===== config.mk =====
export PLATFORM = sky130hd
export DESIGN_NAME = cpt_mul
export DESIGN_NICKNAME = d
export VERILOG_FILES = /design/src/design/cpt_pkg.sv /design/src/design/cpt_mul.sv
export SDC_FILE = /design/constraint.sdc
export NUM_CORES = 2
export LEC_CHECK = 0
export ABC_AREA = 1
export ABC_CLOCK_PERIOD_IN_PS = 31100
export BUFFER_PORTS_ARGS = -buffer_cell sky130_fd_sc_hd__buf_2
export CAP_MARGIN = 40
export CORE_MARGIN = 1.5
export CORE_UTILIZATION = 25
export DETAILED_ROUTE_END_ITERATION = 10
export GPL_TIMING_DRIVEN = 0
export SYNTH_ARGS = -nofsm -noshare
export SYNTH_HDL_FRONTEND = slang
export SYNTH_SLANG_ARGS = --single-unit

===== constraint.sdc =====
create_clock -name clk -period 31.1 [get_ports clk]
set_input_delay 3.11 -clock clk [delete_from_list [all_inputs] [get_ports clk]]
set_output_delay 3.11 -clock clk [all_outputs]
set_load 0.005 [all_outputs]

===== src/design/cpt_pkg.sv =====
`timescale 1ns / 1ps
// Shared types and constants for the closest-point-on-triangle pipeline.
// No dependencies.
package cpt_pkg;

  localparam int CPT_COORD_WIDTH = 32;
  // operand slice width of the partial-product multiplier
  localparam int CPT_MUL_CHUNK = 32;

  typedef enum logic [2:0] {
    REG_A    = 3'd0,
    REG_B    = 3'd1,
    REG_C    = 3'd2,
    REG_AB   = 3'd3,
    REG_BC   = 3'd4,
    REG_CA   = 3'd5,
    REG_FACE = 3'd6
  } region_t;

  typedef struct packed {
    region_t region;
    logic    degen;
    logic    corner;
  } sel_ctl_t;

endpackage


===== src/design/cpt_mul.sv =====
`timescale 1ns / 1ps
// Signed multiplier built from registered 32x32 partial products and a registered output.
// Depends on cpt_pkg.
module cpt_mul import cpt_pkg::*; #(
  parameter int AW = 33,
  parameter int BW = 33
) (
  input  logic                 clk,
  input  logic                 en,
  input  logic signed [AW-1:0] a,
  input  logic signed [BW-1:0] b,
  output logic signed [AW+BW-1:0] p
);

  localparam int CH  = CPT_MUL_CHUNK;
  localparam int NA  = (AW + CH - 1) / CH;
  localparam int NB  = (BW + CH - 1) / CH;
  localparam int ACW = (NA + NB) * CH;

  logic [NA*CH-1:0] ua;
  logic [NB*CH-1:0] ub;
  logic [2*CH-1:0]  pp [NA][NB];
  logic             neg;
  logic [ACW-1:0]   acc;

  always_comb begin
    ua = (NA*CH)'(a[AW-1] ? AW'(-a) : AW'(a));
    ub = (NB*CH)'(b[BW-1] ? BW'(-b) : BW'(b));
  end

  always_ff @(posedge clk) begin
    if (en) begin
      for (int i = 0; i < NA; i++)
        for (int j = 0; j < NB; j++)
          pp[i][j] <= ua[i*CH +: CH] * ub[j*CH +: CH];
      neg <= a[AW-1] ^ b[BW-1];
    end
  end

  always_comb begin
    acc = '0;
    for (int i = 0; i < NA; i++)
      for (int j = 0; j < NB; j++)
        acc = acc + (ACW'(pp[i][j]) << ((i + j) * CH));
  end

  always_ff @(posedge clk) begin
    if (en) p <= neg ? -$signed((AW+BW)'(acc)) : $signed((AW+BW)'(acc));
  end

endmodule


# Yosys cells after proc, flatten, opt, wreduce, memory -nomap -nowiden
# Memories as Yosys holds them, arrays and structs flattened.
# Index checks and enable logic that the tools add are counted.
dict set report op_classes {
  bitwise 1
  multipliers 4
  n_mux 5
  addsub 6
}
# op n
set ops {}
lappend ops {{$mul 32x32->64} 4}
lappend ops {{$add 66x66->66} 2}
lappend ops {{$mux 64} 2}
lappend ops {{$add 64x66->66} 1}
lappend ops {{$mux 66} 1}
lappend ops {{$neg 33->33} 2}
lappend ops {{$neg 66->66} 1}
lappend ops {{$mux 1} 2}
lappend ops {{$xor 1x1->1} 1}
dict set report totals {
  mem_bits_rw 256
  mem_count 1
  regBits 67
}
# name words width read_ports rd_ports_with_merged_regs write_ports line
set memory_table {}
lappend memory_table {pp 2 128 2 0 2 cpt_mul.sv:22} ;# logic [2*CH-1:0] pp [NA][NB];

# Longest topological paths before layout
dict set report depth {
  ltp_word 5
  mapped_depth 47
  ltp_nobuf 45
}

# Worst setup path after synthesis
# No wires, ideal clock.
dict set report synth_path {
  kind {input to register}
  startpoint {input port a[0]}
  endpoint {memory pp[1][95] (netlist name) (data pin)}
  stages 35
  setup_slack_ns 19.006
  required_time_ns 30.838
  setup_time_ns 0.262
  arrival_time_ns 11.831
  path_cell_list {buf_4 clkinv_2 clkbuf_1 ha_1 nand3_1 nor3_2 nand2_1 nor4_1 nand3_1 nor3_2 and3_1 inv_1 clkbuf_1 nor2_1 fa_1 fa_1 fa_1 inv_1 fa_1 inv_1 fa_1 fa_1 fa_1 inv_1 fa_1 inv_1 ha_1 nand2_1 nor3_1 nand3_1 nand3_1 nand3_1 nand2_1 a21oi_1 xor2_1}
}
# element line
set synth_rtl {}
lappend synth_rtl {{start: declaration} cpt_mul.sv:10} ;# input logic signed [AW-1:0] a,
lappend synth_rtl {{end: declaration} cpt_mul.sv:22}

==> results.toml <==
[routing]
post_drt_via_cell_ratio = 4.49
drtIter0Drc = 4338
wl_um = 232000
first_pass_iters = 6
wl_per_cell_um = 21.1
vias = 49300
route.detailed.drc = 0
ant_nets = 0

[finish]
areaGrowthSynthToFinish_pct = 11.4
drive_gt1_share_pct = 4.71
layout_commonest_cell = "inv_1"
fin_util_pct = 28.1
layout.nets = 9561
layout_common_cells = "inv_1 (1940), fa_1 (1394), nand2_1 (1219)"

[global_routing]
gr-total-overflow = 0
grt_pass1_vias = 49900
antenna_found_initial = 37
grt_pass1_wl_um = 338000
grt_use_total_pct = 18.1
grt_max_degree = 111

[synth]
synth_warnings = 0
synth_nets = 9303
synth_top_area_share_pct = 44.5
synth.yosys.seq_area_share_pct = 9.57
synth_top_cell_by_area = "fa_1"
synthesis.area_mm2 = 0.0627
ys_async_sr_fraction_pct = 0
avgSynthCellArea_um2 = 8.58
synthDistinctLibCells = 53
ys_ff_latch = 200
synth_edf_count = 200
synth_flop_cell = "edfxtp_1"
ys_top_cells_by_area = "fa_1 (45%), inv_1 (12%), ha_1 (11%), edfxtp_1 (9.6%), nand2_1 (7.3%)"
synthCells = 7313

[critical_path]
required_ns = 31.31
critPathSlowestCell = "fa_2"
cp_max_fo = 11
cp_data_arrival_time_ns = 14.57
crit_start = "a[0]"
r2r_start = "pp[0][1]"
cp_common_cell = "fa_1"
end_kind = "flop"
crit_type = "input port to flop"
cpPeakStageDelay_ns = 0.82
critical_path.startpoint_type = "input port"

[die]
die_width_um = 504
initial_utilization_pct = 25.2
ios = 134
rows = 183
dieArea_mm2 = 0.254
die_y_um = 504
core_mm2 = 0.249

[timing]
worst_hold_slack_ns = 0.514
max_freq_mhz = 69.6
tightest_slew_ns = 1.02
hold_violations = 0
timing.setup.tns_ns = 0
setup_viol = 0
fin_crit_sh_pct = 46.2
rsz0062_at_grt = "false"
final_max_slew_viol_count = 0
slew_headroom_pct = 31.9
min_period_ns = 14.36
fin_skew_ns = 0.0113

[min_path]
hp-start = "pp[0][64]"
hp-class = "flop to flop"

[clocking]
htree_levels = 4
postCtsResizedCells = 0
clock-sinks = 200
cts_buffer_depth = 2
postCtsSetupBuffers = 0
cts_tree = "built"
cts_made_buffers = 17
cts_hold_buf = 0
clkTransAtPathRegs_ns = 0.08
cts-root-buf = "clkbuf_16"
clock_latency_ns = 0.47

[placement]
hpwl_um = 204000
port_buffers = 130
place_congestion = 1.06

[status]
outcome = "completed"

[flow_run]
max_cap_viol_count = 0
==> sequential cells by signal (all words and copies together), names as in the netlist <==
signal,cells
neg,1
pp,133
p,66
==> path summary, 6_finish.rpt <==
path	to	slack [ns]	cells after the start
hold reg to reg	p[0]	0.51	0
hold / removal	p[0]	0.51	0
setup reg to reg	p[63]	27.13	14
setup / recovery	pp[1][96]	16.74	37
==> worst max-delay path: cells and delay by family <==
| kind | cells | cell delay [ns] |
|---|---|---|
| xor+xnor | 1 | 0.15 |
| compound gates | 1 | 0.11 |
| fa+ha+maj | 10 | 5.51 |
| simple gates | 15 | 3.15 |
| buf+inv | 10 | 2.49 |
==> layer usage <==
metal	GRT usage [%]	share of wire (%)	up-vias
li1	-	-	22100
met1	24.0	41	24500
met2	27.2	42	2214
met3	5.02	11	446
met4	8.57	5.5	38
met5	0	0.10	-
==> area by class of cell <==
type | count | area, µm²
well taps | 3330 | 4170
clock buffers | 17 | 425
flip-flops and latches | 200 | 6010
fillers | 27100 | 179000
multi-input cells | 4968 | 48700
diodes | 64 | 160
clock inverters | 15 | 195
plain buffers | 183 | 737
repair buffers | 239 | 2150
inverters | 1962 | 7370
==> cell usage after synthesis (24+ instances only) <==
master	instances
inv_1	1940
fa_1	1395
nand2_1	1219
nor2_1	788
ha_1	527
a21oi_1	213
edfxtp_1	200
nand3_1	161
xor2_1	152
clkbuf_1	151
o21ai_0	139
xnor2_1	90
nor3_1	50
nand4_1	49
a31oi_1	24
==> metrics by stage <==
step	setup slack, ns	cells	area [µm²]
final	16.74	11000	69900
after global routing	16.12	11000	69900
after CTS	16.80	10900	69700
after detailed placement	16.32	10900	69100
after global placement	14.84	10800	67600
after floorplan	19.01	7313	62700
==> kinds of logic (layout without fill, tap and decap cells) <==
group | after synthesis | count (layout) | share of synthesized area, %
buffers and inverters | 2145 | 2416 | 12.9
AO/OA/AOI/OAI | 453 | 453 | 3.98
adder cells (fa/ha/maj) | 1922 | 1922 | 55.0
XOR/XNOR | 243 | 243 | 3.40
AND/OR/NAND/NOR | 2350 | 2350 | 15.1
other | 0 | 64 | 0
flip-flops | 200 | 200 | 9.57
Power is not shown: default switching activity piles up to over one toggle a cycle in this logic, so the estimate is an artifact.
